[src/bstp_pkg.sv]
// ----------------------------------------------------------------------------
// bstp_pkg
// Shared types and constants for the bencode scalar token parser: parse
// phases, token types, error codes, result kinds and character codes.
// ----------------------------------------------------------------------------
package bstp_pkg;

    // Default width of the string length accumulator
    localparam int LENGTH_BITS_DEF = 32;

    // Stream widths
    localparam int IN_TDATA_W  = 8;
    localparam int OUT_TDATA_W = 112;
    localparam int OUT_TUSER_W = 2;
    localparam int CFG_W       = 32;

    // Character codes
    localparam logic [7:0] CH_SLASH = 8'd47;   // one below '0'
    localparam logic [7:0] CH_COLON = 8'd58;   // one above '9', also the separator
    localparam logic [7:0] CH_ZERO  = 8'd48;
    localparam logic [7:0] CH_E     = 8'h65;   // 'e'
    localparam logic [7:0] CH_MINUS = 8'h2d;   // '-'
    localparam logic [7:0] CH_I     = 8'h69;   // 'i'
    localparam logic [7:0] CH_D     = 8'h64;   // 'd'
    localparam logic [7:0] CH_L     = 8'h6c;   // 'l'

    // Parse phase, one-hot
    typedef enum logic [5:0] {
        PH_IDLE   = 6'b000001,
        PH_LEN    = 6'b000010,
        PH_PAY    = 6'b000100,
        PH_ISTART = 6'b001000,
        PH_ISIGN  = 6'b010000,
        PH_IDIG   = 6'b100000
    } phase_t;

    // Token types
    localparam logic [2:0] TY_INVALID = 3'd0;
    localparam logic [2:0] TY_STR     = 3'd1;
    localparam logic [2:0] TY_INT     = 3'd2;
    localparam logic [2:0] TY_DIC     = 3'd3;
    localparam logic [2:0] TY_LST     = 3'd4;

    // Error codes
    localparam logic [2:0] ER_NONE  = 3'd0;
    localparam logic [2:0] ER_FIRST = 3'd1;
    localparam logic [2:0] ER_CHAR  = 3'd2;
    localparam logic [2:0] ER_EARLY = 3'd3;
    localparam logic [2:0] ER_OVF   = 3'd4;

    // Result kinds
    localparam logic [1:0] KIND_CTRL   = 2'd0;
    localparam logic [1:0] KIND_KEPT   = 2'd1;
    localparam logic [1:0] KIND_BEYOND = 2'd2;

    // Integer magnitude limit (2^63 - 1); one more is allowed when negative
    localparam logic [63:0] INT_POS_MAX = 64'h7fff_ffff_ffff_ffff;

endpackage

[src/bencode_scalar_token_parser_unit.sv]
// ----------------------------------------------------------------------------
// bencode_scalar_token_parser_unit
// Parses one bencoded scalar token per run of bytes, one result per byte.
// Path: input register, one level of parse logic (shift-add by ten plus compare),
// result register. Throughput: one byte per cycle while m_axis_tready does not stall it.
// Reset: asynchronous, active low; clears all parse state, copy_limit = all ones.
// ----------------------------------------------------------------------------
module bencode_scalar_token_parser_unit #(
    parameter int LENGTH_BITS = bstp_pkg::LENGTH_BITS_DEF
) (
    input  logic                             clk,
    input  logic                             rst_n,
    // Configuration: copy_limit
    input  logic                             cfg_we,
    input  logic [bstp_pkg::CFG_W-1:0]       cfg_wdata,
    // Slave side
    input  logic                             s_axis_tvalid,
    output logic                             s_axis_tready,
    input  logic [bstp_pkg::IN_TDATA_W-1:0]  s_axis_tdata,   // [7:0] byte_in
    input  logic                             s_axis_tlast,   // end_of_buffer
    // Master side
    output logic                             m_axis_tvalid,
    input  logic                             m_axis_tready,
    // [7:0] data_out, [10:8] token_type, [13:11] error_code,
    // [77:14] int_value, [109:78] str_length, [111:110] zero
    output logic [bstp_pkg::OUT_TDATA_W-1:0] m_axis_tdata,
    output logic [bstp_pkg::OUT_TUSER_W-1:0] m_axis_tuser,   // [1:0] kind
    output logic                             m_axis_tlast    // token_done
);

    import bstp_pkg::*;

    localparam int PROD_W = LENGTH_BITS + 4;

    // Configuration
    logic [CFG_W-1:0]       copy_limit_reg;

    // Input stage
    logic                   in_valid_reg;
    logic [7:0]             in_byte_reg;
    logic                   in_eob_reg;

    // Parse state
    phase_t                 phase_reg, phase_next;
    logic                   marker_skipped_reg, marker_skipped_next;
    logic [LENGTH_BITS-1:0] length_acc_reg, length_acc_next;
    logic [LENGTH_BITS-1:0] remaining_reg, remaining_next;
    logic [31:0]            kept_count_reg, kept_count_next;
    logic [63:0]            magnitude_reg, magnitude_next;
    logic                   negative_reg, negative_next;
    logic [2:0]             current_type_reg, current_type_next;

    // Result stage
    logic                   out_valid_reg;
    logic [1:0]             kind_reg, kind_next;
    logic [7:0]             data_reg, data_next;
    logic [2:0]             type_reg, type_next;
    logic                   done_reg, done_next;
    logic [2:0]             err_reg, err_next;
    logic [63:0]            ival_reg, ival_next;
    logic [31:0]            slen_reg, slen_next;

    // Datapath helpers
    logic                   advance;
    logic                   is_dig;
    logic [3:0]             dig;
    logic [PROD_W-1:0]      len_ext;
    logic [PROD_W-1:0]      len_prod;
    logic                   len_ovf;
    logic [67:0]            mag_ext;
    logic [67:0]            mag_prod;
    logic                   mag_ovf;
    logic                   marker_now;
    logic [63:0]            slen_wide;

    // Handshake: the input register frees up whenever its byte moves on
    assign advance       = in_valid_reg && (!out_valid_reg || m_axis_tready);
    assign s_axis_tready = !in_valid_reg || advance;

    // Digit decode and times-ten accumulate
    assign is_dig   = (in_byte_reg > CH_SLASH) && (in_byte_reg < CH_COLON);
    assign dig      = in_byte_reg[3:0];
    assign len_ext  = PROD_W'(length_acc_reg);
    assign len_prod = (len_ext << 3) + (len_ext << 1) + PROD_W'(dig);
    assign len_ovf  = len_prod[PROD_W-1 -: 4] != 4'd0;
    assign mag_ext  = {4'd0, magnitude_reg};
    assign mag_prod = (mag_ext << 3) + (mag_ext << 1) + 68'(dig);
    assign mag_ovf  = (mag_prod[67:64] != 4'd0) ||
                      (mag_prod[63] && (!negative_reg || (mag_prod[62:0] != 63'd0)));

    // Parse step
    always_comb
    begin
        phase_next          = phase_reg;
        marker_skipped_next = marker_skipped_reg;
        length_acc_next     = length_acc_reg;
        remaining_next      = remaining_reg;
        kept_count_next     = kept_count_reg;
        magnitude_next      = magnitude_reg;
        negative_next       = negative_reg;
        current_type_next   = current_type_reg;
        kind_next           = KIND_CTRL;
        data_next           = 8'd0;
        done_next           = 1'b0;
        err_next            = ER_NONE;
        ival_next           = 64'd0;
        slen_next           = 32'd0;
        marker_now          = 1'b0;
        slen_wide           = 64'd0;

        case (phase_reg)
            PH_IDLE:
            begin
                if (is_dig)
                begin
                    current_type_next = TY_STR;
                    length_acc_next   = LENGTH_BITS'(dig);
                    phase_next        = PH_LEN;
                end
                else if (in_byte_reg == CH_I)
                begin
                    current_type_next = TY_INT;
                    phase_next        = PH_ISTART;
                end
                else if ((in_byte_reg == CH_D) || (in_byte_reg == CH_L))
                begin
                    current_type_next = (in_byte_reg == CH_D) ? TY_DIC : TY_LST;
                    if (marker_skipped_reg)
                    begin
                        err_next = ER_FIRST;
                    end
                    else
                    begin
                        marker_skipped_next = 1'b1;
                        marker_now          = 1'b1;
                    end
                end
                else
                begin
                    current_type_next = TY_INVALID;
                    err_next          = ER_FIRST;
                end
            end
            PH_LEN:
            begin
                if (is_dig)
                begin
                    if (len_ovf)
                        err_next = ER_OVF;
                    else
                        length_acc_next = len_prod[LENGTH_BITS-1:0];
                end
                else if (in_byte_reg == CH_COLON)
                begin
                    if (length_acc_reg == '0)
                    begin
                        done_next = 1'b1;
                    end
                    else
                    begin
                        remaining_next  = length_acc_reg;
                        kept_count_next = 32'd0;
                        phase_next      = PH_PAY;
                    end
                end
                else
                begin
                    err_next = ER_CHAR;
                end
            end
            PH_PAY:
            begin
                data_next = in_byte_reg;
                if (kept_count_reg < copy_limit_reg)
                begin
                    kind_next       = KIND_KEPT;
                    kept_count_next = kept_count_reg + 32'd1;
                end
                else
                begin
                    kind_next = KIND_BEYOND;
                end
                remaining_next = remaining_reg - LENGTH_BITS'(1);
                if (remaining_next == '0)
                    done_next = 1'b1;
            end
            PH_ISTART, PH_ISIGN, PH_IDIG:
            begin
                if (is_dig)
                begin
                    if (mag_ovf)
                    begin
                        err_next = ER_OVF;
                    end
                    else
                    begin
                        magnitude_next = mag_prod[63:0];
                        phase_next     = PH_IDIG;
                    end
                end
                else if ((in_byte_reg == CH_MINUS) && (phase_reg == PH_ISTART))
                begin
                    negative_next = 1'b1;
                    phase_next    = PH_ISIGN;
                end
                else if ((in_byte_reg == CH_E) && (phase_reg == PH_IDIG))
                begin
                    done_next = 1'b1;
                    ival_next = negative_reg ? (64'd0 - magnitude_reg) : magnitude_reg;
                end
                else
                begin
                    err_next = ER_CHAR;
                end
            end
            default:
            begin
                current_type_next = TY_INVALID;
                err_next          = ER_FIRST;
            end
        endcase

        // Declared length on string completion, low 32 bits
        if (done_next && (current_type_next == TY_STR))
        begin
            slen_wide = 64'(length_acc_next);
            slen_next = slen_wide[31:0];
        end

        // Buffer ran out mid-token
        if (in_eob_reg && !done_next && (err_next == ER_NONE) &&
            ((phase_next != PH_IDLE) || marker_now))
            err_next = ER_EARLY;

        type_next = current_type_next;

        // Back to idle after completion, error or end of buffer
        if (done_next || (err_next != ER_NONE) || in_eob_reg)
        begin
            phase_next        = PH_IDLE;
            length_acc_next   = '0;
            remaining_next    = '0;
            kept_count_next   = 32'd0;
            magnitude_next    = 64'd0;
            negative_next     = 1'b0;
            current_type_next = TY_INVALID;
        end
        if (in_eob_reg)
            marker_skipped_next = 1'b0;
    end

    // Configuration register
    always_ff @(posedge clk or negedge rst_n)
    begin
        if (!rst_n)
            copy_limit_reg <= '1;
        else if (cfg_we)
            copy_limit_reg <= cfg_wdata;
    end

    // Input register
    always_ff @(posedge clk or negedge rst_n)
    begin
        if (!rst_n)
            in_valid_reg <= 1'b0;
        else if (s_axis_tready)
            in_valid_reg <= s_axis_tvalid;
    end

    always_ff @(posedge clk)
    begin
        if (s_axis_tvalid && s_axis_tready)
        begin
            in_byte_reg <= s_axis_tdata[7:0];
            in_eob_reg  <= s_axis_tlast;
        end
    end

    // Parse state registers
    always_ff @(posedge clk or negedge rst_n)
    begin
        if (!rst_n)
        begin
            phase_reg          <= PH_IDLE;
            marker_skipped_reg <= 1'b0;
            length_acc_reg     <= '0;
            remaining_reg      <= '0;
            kept_count_reg     <= 32'd0;
            magnitude_reg      <= 64'd0;
            negative_reg       <= 1'b0;
            current_type_reg   <= TY_INVALID;
        end
        else if (advance)
        begin
            phase_reg          <= phase_next;
            marker_skipped_reg <= marker_skipped_next;
            length_acc_reg     <= length_acc_next;
            remaining_reg      <= remaining_next;
            kept_count_reg     <= kept_count_next;
            magnitude_reg      <= magnitude_next;
            negative_reg       <= negative_next;
            current_type_reg   <= current_type_next;
        end
    end

    // Result register
    always_ff @(posedge clk or negedge rst_n)
    begin
        if (!rst_n)
            out_valid_reg <= 1'b0;
        else if (advance)
            out_valid_reg <= 1'b1;
        else if (m_axis_tready)
            out_valid_reg <= 1'b0;
    end

    always_ff @(posedge clk)
    begin
        if (advance)
        begin
            kind_reg <= kind_next;
            data_reg <= data_next;
            type_reg <= type_next;
            done_reg <= done_next;
            err_reg  <= err_next;
            ival_reg <= ival_next;
            slen_reg <= slen_next;
        end
    end

    // Master side
    assign m_axis_tvalid = out_valid_reg;
    assign m_axis_tdata  = {2'b00, slen_reg, ival_reg, err_reg, type_reg, data_reg};
    assign m_axis_tuser  = kind_reg;
    assign m_axis_tlast  = done_reg;

endmodule

[config.mk]
export PLATFORM = sky130hd
export DESIGN_NAME = bencode_scalar_token_parser_unit
export DESIGN_NICKNAME = d
export VERILOG_FILES = /design/src/bstp_pkg.sv /design/src/bencode_scalar_token_parser_unit.sv
export SDC_FILE = /design/constraint.sdc
export NUM_CORES = 1
export LEC_CHECK = 0
export ABC_AREA = 1
export ABC_CLOCK_PERIOD_IN_PS = 4700
export BUFFER_PORTS_ARGS = -buffer_cell sky130_fd_sc_hd__buf_2
export CAP_MARGIN = 20
export CORE_AREA = 4 4 320 196
export DETAILED_ROUTE_END_ITERATION = 8
export DIE_AREA = 0 0 324 200
export GPL_ROUTABILITY_DRIVEN = 1
export PLACE_DENSITY = 0.71
export RECOVER_POWER = 100
export SLEW_MARGIN = 5
export SYNTH_ARGS = -nofsm -noshare
export SYNTH_HDL_FRONTEND = slang
export SYNTH_SLANG_ARGS = --single-unit
[constraint.sdc]
create_clock -name clk -period 4.7 [get_ports clk]
set_clock_uncertainty 0.05 [all_clocks]
set_input_delay 0.94 -clock clk [delete_from_list [all_inputs] [get_ports clk]]
set_output_delay 0.94 -clock clk [all_outputs]
set_load 0.005 [all_outputs]
# Yosys cells after proc, flatten, opt, wreduce, memory -nomap -nowiden
# Cells that the tools add are included.
# classes
magnitude_cmp	3
mux	75
bitwise_logic	2
shifts	0
reduce_logical	44
addsub	7
n_div	0
mul	0
eq_ne	22
# op_table
cell	count
2-to-1 mux 32 bit	13
2-to-1 mux 64 bit	5
case mux 32 bit (2 select lines)	3
adder 67 x 65 -> 68 bit	1
adder 68 x 4 -> 68 bit	1
logical NOT 32 bit	2
subtractor 1 x 64 -> 64 bit, first input constant	1
nonzero test 63 bit	1
2-to-1 mux 6 bit	9
2-to-1 mux 3 bit	13
adder 35 x 33 -> 36 bit	1
adder 36 x 4 -> 36 bit	1
adder 32 x 1 -> 32 bit, second input constant	1
== test 8 x 7 -> 1 bit, second input constant	4
less-than comparator 32 bit	1
subtractor 32 x 1 -> 32 bit, second input constant	1
2-to-1 mux 1 bit	24
case mux 6 bit (3 select lines)	1
== test 8 x 6 -> 1 bit, second input constant	2
!= test 3 bit, second input constant	4
case mux 3 bit (4 select lines)	1
nonzero test 2 bit	6
logical AND 1 bit	10
AND reduction 5 bit	2
26 further kinds	45
# totals
out_inout_bits	117
input_bits	46
memories	0
latchBits	0
mem_bits_rw	0
regBits	327
romBits	0
word_cells	173

# Depth between registers and ports, before layout
# logic_depth
depth_word	18
depth_mapped	32
depth_no_buf	31

# Least setup slack after synthesis
# OpenSTA, ideal clock, no wires.
# synth_path
path_type	input port to flip-flop
from	in m_axis_tready
to	reg data_reg[0], enable pin
arrival_time_ns	4.864
slack_ns	-0.736
setup_ns	0.522
required_ns	4.128
cell_stages	6
n_path_buf	2
cell_sequence	inv_1 > nand2_1 > nand2_1 > inv_1 > clkbuf_1 > clkbuf_1
# synth_between
elab_chain_len	2
# synth_lines
element	line	rtl
start, declared	bencode_scalar_token_parser_unit.sv:23	input logic m_axis_tready,
logical OR 1 bit	bencode_scalar_token_parser_unit.sv:77	assign advance = in_valid_reg && (!out_valid_reg || m_axis_tready);
logical AND 1 bit	bencode_scalar_token_parser_unit.sv:77	
via advance	bencode_scalar_token_parser_unit.sv:64	logic advance;
end signal, assigned	bencode_scalar_token_parser_unit.sv:322	data_reg <= data_next;
end, declared	bencode_scalar_token_parser_unit.sv:56	logic [7:0] data_reg, data_next;
# The timed path passes the listed nets, and every way through them passes these cells.
# A chain may end at the register's enable or synchronous reset.

# Worst setup path after layout
# layout_path
from	reg magnitude_reg[16]
to	reg magnitude_reg[14]
# layout_between
elab_chain_len	18
elab_cells_between_ends	27
classes_between	add/sub (2); eq/ne (2); mux (8); reduce/logical (15)
# layout_lines
element	line	rtl
start, declared	bencode_scalar_token_parser_unit.sv:49	logic [63:0] magnitude_reg, magnitude_next;
start signal, assigned	bencode_scalar_token_parser_unit.sv:300	magnitude_reg <= magnitude_next;
adder 67 x 65 -> 68 bit *	bencode_scalar_token_parser_unit.sv:87	assign mag_prod = (mag_ext << 3) + (mag_ext << 1) + 68'(dig);
adder 68 x 4 -> 68 bit *	bencode_scalar_token_parser_unit.sv:87	
nonzero test 63 bit	bencode_scalar_token_parser_unit.sv:89	(mag_prod[63] && (!negative_reg || (mag_prod[62:0] != 63'd0)));
logical OR 1 bit	bencode_scalar_token_parser_unit.sv:89	
logical AND 1 bit	bencode_scalar_token_parser_unit.sv:89	
logical OR 1 bit *	bencode_scalar_token_parser_unit.sv:88	assign mag_ovf = (mag_prod[67:64] != 4'd0) ||
2-to-1 mux 6 bit or 2-to-1 mux 3 bit (tied branches)	bencode_scalar_token_parser_unit.sv:191	if (mag_ovf)
2-to-1 mux 6 bit or 2-to-1 mux 3 bit (tied branches)	bencode_scalar_token_parser_unit.sv:189	if (is_dig)
case mux 6 bit (3 select lines) or case mux 3 bit (4 select lines) (tied branches)	bencode_scalar_token_parser_unit.sv:111	case (phase_reg)
!= test 6 x 1 -> 1 bit or logical NOT 3 bit (tied branches)	bencode_scalar_token_parser_unit.sv:232, bencode_scalar_token_parser_unit.sv:231	
logical OR 1 bit or logical AND 1 bit (tied branches)	bencode_scalar_token_parser_unit.sv:232, bencode_scalar_token_parser_unit.sv:231	
logical AND 1 bit	bencode_scalar_token_parser_unit.sv:231	if (in_eob_reg && !done_next && (err_next == ER_NONE) &&
2-to-1 mux 3 bit	bencode_scalar_token_parser_unit.sv:231	
nonzero test 3 bit	bencode_scalar_token_parser_unit.sv:238	if (done_next || (err_next != ER_NONE) || in_eob_reg)
logical OR 1 bit (2 in a row)	bencode_scalar_token_parser_unit.sv:238	
!= test 2 x 1 -> 1 bit (no line) or nonzero test 2 bit (tied branches)	n/a	
AND reduction 4 bit (no line)	n/a	
# Mark *: on every way between the ends. The rest lies on a longest branch, timed or not.

==> run_results.csv <==
group,metric,value,unit
global_routing,grt_overflow_total,0,
floorplanning,initial_utilization,44.32,%
clock_tree,worst_setup_hold_path_clk_slew,80,ps
sta,timing.slew.headroom,-70.32,%
worst_setup_path,cp_data_required_time,5160,ps
routing,final_routed_wirelength_across_all_metal_layers,90.00,mm
power_and_ir_drop,relative_contribution_of_sequential_cells_to_total_power,45.8,%
global_routing,grt_pass1_vias,23619,
global_routing,wire_length_of_the_first_global_routing_pass,138.5,mm
layout,final_net_count,4233,
worst_setup_path,crit_path_max_fanout,16,
sta,timing.final.max_slew_violations,358,
global_routing,groute.usage.overall,27.33,%
layout,layout-drive-gt1-share,11.82,%
floorplanning,floorplan.core_area,60080,um^2
power_and_ir_drop,vdd_drop_max,0.2422,mV
sta,peak_clock_frequency_supported_by_timing,217.8,MHz
synthesis,synth_enable_flop_cells,122,
worst_setup_path,worst-setup-path-type,"register to register",
floorplanning,floorplan.rows,70,
global_routing,use_met3,6.490,%
power_and_ir_drop,power_switching_share,27.12,%
layout,area_of_the_multi_input_gates,15550,um^2
global_routing,grt_max_degree,99,
place,io_buffers,160,
global_routing,grt_util_met1,45.93,%
power_and_ir_drop,p_sw,1894,uW
synthesis,post_synth_inst_count,3756,
power_and_ir_drop,power-per-cell-area,230.8,nW/um^2
power_and_ir_drop,p_clk_share,42.3,%
routing,drt_iter0_markers,2920,
clock_tree,cts_max_level,2,
layout,syn_to_final_growth,13.60,%
synthesis,ys_ff_latch,327,
sta,min_period_over_period,97.69,%
routing,via_per_inst,5.463,
worst_hold_path,min-delay-path-class,"register to register",
clock_tree,clk_latency,570,ps
synthesis,synth.largest_area_cell,"sky130_fd_sc_hd__dfrtp_1",
routing,drt-wirelength-per-cell,18.84,um
sta,worst_slew_pin_slew,2555,ps
global_routing,top_usage_layer,"met1",
power_and_ir_drop,comb_power_share,11.9,%
flow_run,max_cap_viol_count,6,
layout,nFillCells,6117,
sta,layout_min_cycle_time,4592,ps
routing,detailedRoute.firstPassIterationCount,6,
global_routing,antenna_found_initial,0,
routing,antenna_left,0,
outcome,failed_checks,"max-capacitance violations, max-slew violations",
worst_setup_path,crit_top_cell,"sky130_fd_sc_hd__nand2_1",
routing,remaining_drc_errors,0,
clock_tree,cts_sinks,327,
sta,rsz0062_at_grt,"yes",
sta,timing.final.setup_violations,0,
synthesis,async_reset_ff_share,62.69,%
place,place_congestion,1.009,
power_and_ir_drop,internal_pwr_total,5089,uW
synthesis,avgSynthCellArea,7.089,um^2
floorplanning,boundaryPins,163,
synthesis,synth_warnings,0,
worst_setup_path,crit_arrival,5050,ps
worst_setup_path,timing.critical_path.from_type,"register",
worst_setup_path,critical_path.endpoint_type,"register",
synthesis,synth_top_flop_cell,"sky130_fd_sc_hd__dfrtp_1",
layout,fraction_of_the_core_area_covered_by_cells_at_the_end_of_the_flow,50.35,%
floorplanning,dieWidth,324,um
worst_setup_path,cpLargestDelayFamily,"simple AND/OR/NAND/NOR gates",
routing,vias,26103,
synthesis,synth.top_cell.area_share,16.16,%
clock_tree,clk_tree_root_cell,"sky130_fd_sc_hd__clkbuf_16",
global_routing,grt.met2_usage,34.26,%
clock_tree,max-clock-path-buffers,3,
worst_setup_path,critical_path.max_stage_delay,490,ps
worst_setup_path,cell_type_of_the_slowest_stage_on_the_worst_timing_path,"sky130_fd_sc_hd__dfrtp_1",
floorplanning,die_height,200,um
layout,seqCellArea,8842,um^2
synthesis,synth_sequential_area_ratio,33.18,%
synthesis,synth.cell_area,26630,um^2
place,post-place-ws,147.1,ps
sta,timing.final.ws_setup,108.5,ps
worst_setup_path,reg2reg_setup_slack,110,ps
clock_tree,cts_tree,"done",
synthesis,netlist_top_cells_area,"sky130_fd_sc_hd__dfrtp_1, sky130_fd_sc_hd__nand2_1, sky130_fd_sc_hd__edfxtp_1",
floorplanning,die_area,64800,um^2
worst_setup_path,timing.critical_path.buf_inv,4,
sta,timing.final.hold_violations,0,
synthesis,synthDistinctLibCells,70,
place,hpwl,69.24,mm
outcome,outcome,"complete, but fails checks",
power_and_ir_drop,power.leakage,0.01508,uW
clock_tree,clock_buffers_created_by_tritoncts,36,
==> routing by layer <==
layer,share of wire [%],vias to the layer above
met5,0,-
met4,1.7,0
met3,12,87
met2,35,1140
met1,51,12065
li1,-,12811
==> worst paths after layout <==
path	depth (start not counted)	startpoint	endpoint
setup / recovery	26	magnitude_reg[16]$_DFFE_PN0P_	magnitude_reg[14]$_DFFE_PN0P_
hold / removal	2	copy_limit_reg[16]$_DFFE_PN1P_	copy_limit_reg[16]$_DFFE_PN1P_
setup reg to reg	26	magnitude_reg[16]$_DFFE_PN0P_	magnitude_reg[14]$_DFFE_PN0P_
hold reg to reg	2	copy_limit_reg[16]$_DFFE_PN1P_	copy_limit_reg[16]$_DFFE_PN1P_
max in group asynchronous	2	rst_n	length_acc_reg[20]$_DFFE_PN0P_
min in group asynchronous	1	rst_n	magnitude_reg[23]$_DFFE_PN0P_
==> layout make-up <==
class / instances / area share, %
diodes: 2 / 0.01654
clock buffers: 47 / 3.251
clock inverters: 17 / 0.6287
inverters: 539 / 6.705
multi-input cells: 2798 / 51.41
flip-flops and latches: 327 / 29.23
well taps: 792 / 3.276
repair buffers: 256 / 5.485
==> worst register-to-register path: stages (launching register included) <==
cell,delay [ps]
sky130_fd_sc_hd__dfrtp_1,490
sky130_fd_sc_hd__ha_1,340
sky130_fd_sc_hd__ha_1,310
sky130_fd_sc_hd__buf_4,160
sky130_fd_sc_hd__nand2_1,60
sky130_fd_sc_hd__nand2_1,110
sky130_fd_sc_hd__nand2_1,80
sky130_fd_sc_hd__nand2_1,60
sky130_fd_sc_hd__inv_1,70
sky130_fd_sc_hd__nand2_1,80
sky130_fd_sc_hd__a21oi_1,120
sky130_fd_sc_hd__nand2_1,220
sky130_fd_sc_hd__xnor2_1,440
sky130_fd_sc_hd__nand3_1,190
sky130_fd_sc_hd__nor2_1,190
sky130_fd_sc_hd__nand3_1,100
sky130_fd_sc_hd__nor2_1,90
sky130_fd_sc_hd__nand2_1,70
sky130_fd_sc_hd__nand2_2,100
sky130_fd_sc_hd__nand2_2,80
sky130_fd_sc_hd__nand2_4,80
sky130_fd_sc_hd__nand4_4,190
sky130_fd_sc_hd__nor2_4,190
sky130_fd_sc_hd__buf_12,160
sky130_fd_sc_hd__buf_12,190
sky130_fd_sc_hd__nand4_1,200
sky130_fd_sc_hd__nand2_1,100
==> power by group through the flow <==
| stage | Combinational, uW | Sequential, uW | Clock [uW] |
|---|---|---|---|
| 2_1_floorplan | 406 | 3270 | 0 |
| 3_3_place_gp | 804 | 3250 | 0 |
| 3_5_place_dp | 808 | 3250 | 0 |
| 4_1_cts | 811 | 3200 | 3030 |
| 5_1_grt | 907 | 3210 | 3130 |
| 6_report | 830 | 3200 | 2950 |
==> repair_timing <==
action,CTS,global route
buffers inserted,0,9
hold buffers,0,0
gates resized for setup,0,82
setup endpoints to repair,0,210
==> synthesized netlist by cell type, drive strengths merged, types with 2 or more instances <==
cell type / instances
and3: 3
ha: 225
clkbuf: 69
nand3b: 28
o21a: 15
buf: 24
a31oi: 13
o21bai: 14
a22oi: 5
nand2: 1059
o221ai: 2
a211oi: 2
xor2: 43
xnor2: 35
edfxtp: 122
o21ai: 262
o31ai: 7
a21o: 11
o22ai: 35
or2: 15
a21oi: 210
and2: 5
o211ai: 19
nand3: 221
a21boi: 5
dfstp: 33
dfrtp: 172
nor3: 60
nor2: 368
nand4: 76
nor4: 42
fa: 4
inv: 538
==> placed cells by master, fill, tap and decap left out, drive strengths merged, types with 76 or more instances in the layout <==
cell type	count
nand2	1059
inv	538
nor2	368
o21ai	262
ha	225
nand3	221
a21oi	210
dfrtp	172
buf	152
clkbuf	151
edfxtp	122
nand4	76
==> metrics by stage <==
stage               hold WS [ps]  setup TNS [ps]  cell area (um^2)  cells  power (uW)
floorplan                  415.3               0             26630   3757        3675
global placement           433.4               0             28840   4700        4054
detailed placement         437.1               0             28840   4700        4058
CTS                        368.9               0             30020   4764        7034
global route               463.9           -2633             30250   4776        7251
finish                     444.1               0             30250   4778        6982
==> cells by family (layout without fill, tap and decap cells) <==
| family | count (synthesis) | in the layout | synth area share [%] |
|---|---|---|---|
| muxes | 1 | 1 | 0.04229 |
| DFF | 327 | 327 | 33.18 |
| other | 1 | 4 | 0.01408 |
| and+or+nand+nor | 1880 | 1880 | 31.39 |
| adders and majority gates | 229 | 229 | 10.87 |
| buffers and inverters | 632 | 859 | 9.247 |
| AOI/OAI and AO/OA | 608 | 608 | 12.66 |
| xor gates and xnor gates | 78 | 78 | 2.594 |
No activity file was read; power rests on OpenSTA's default activity.
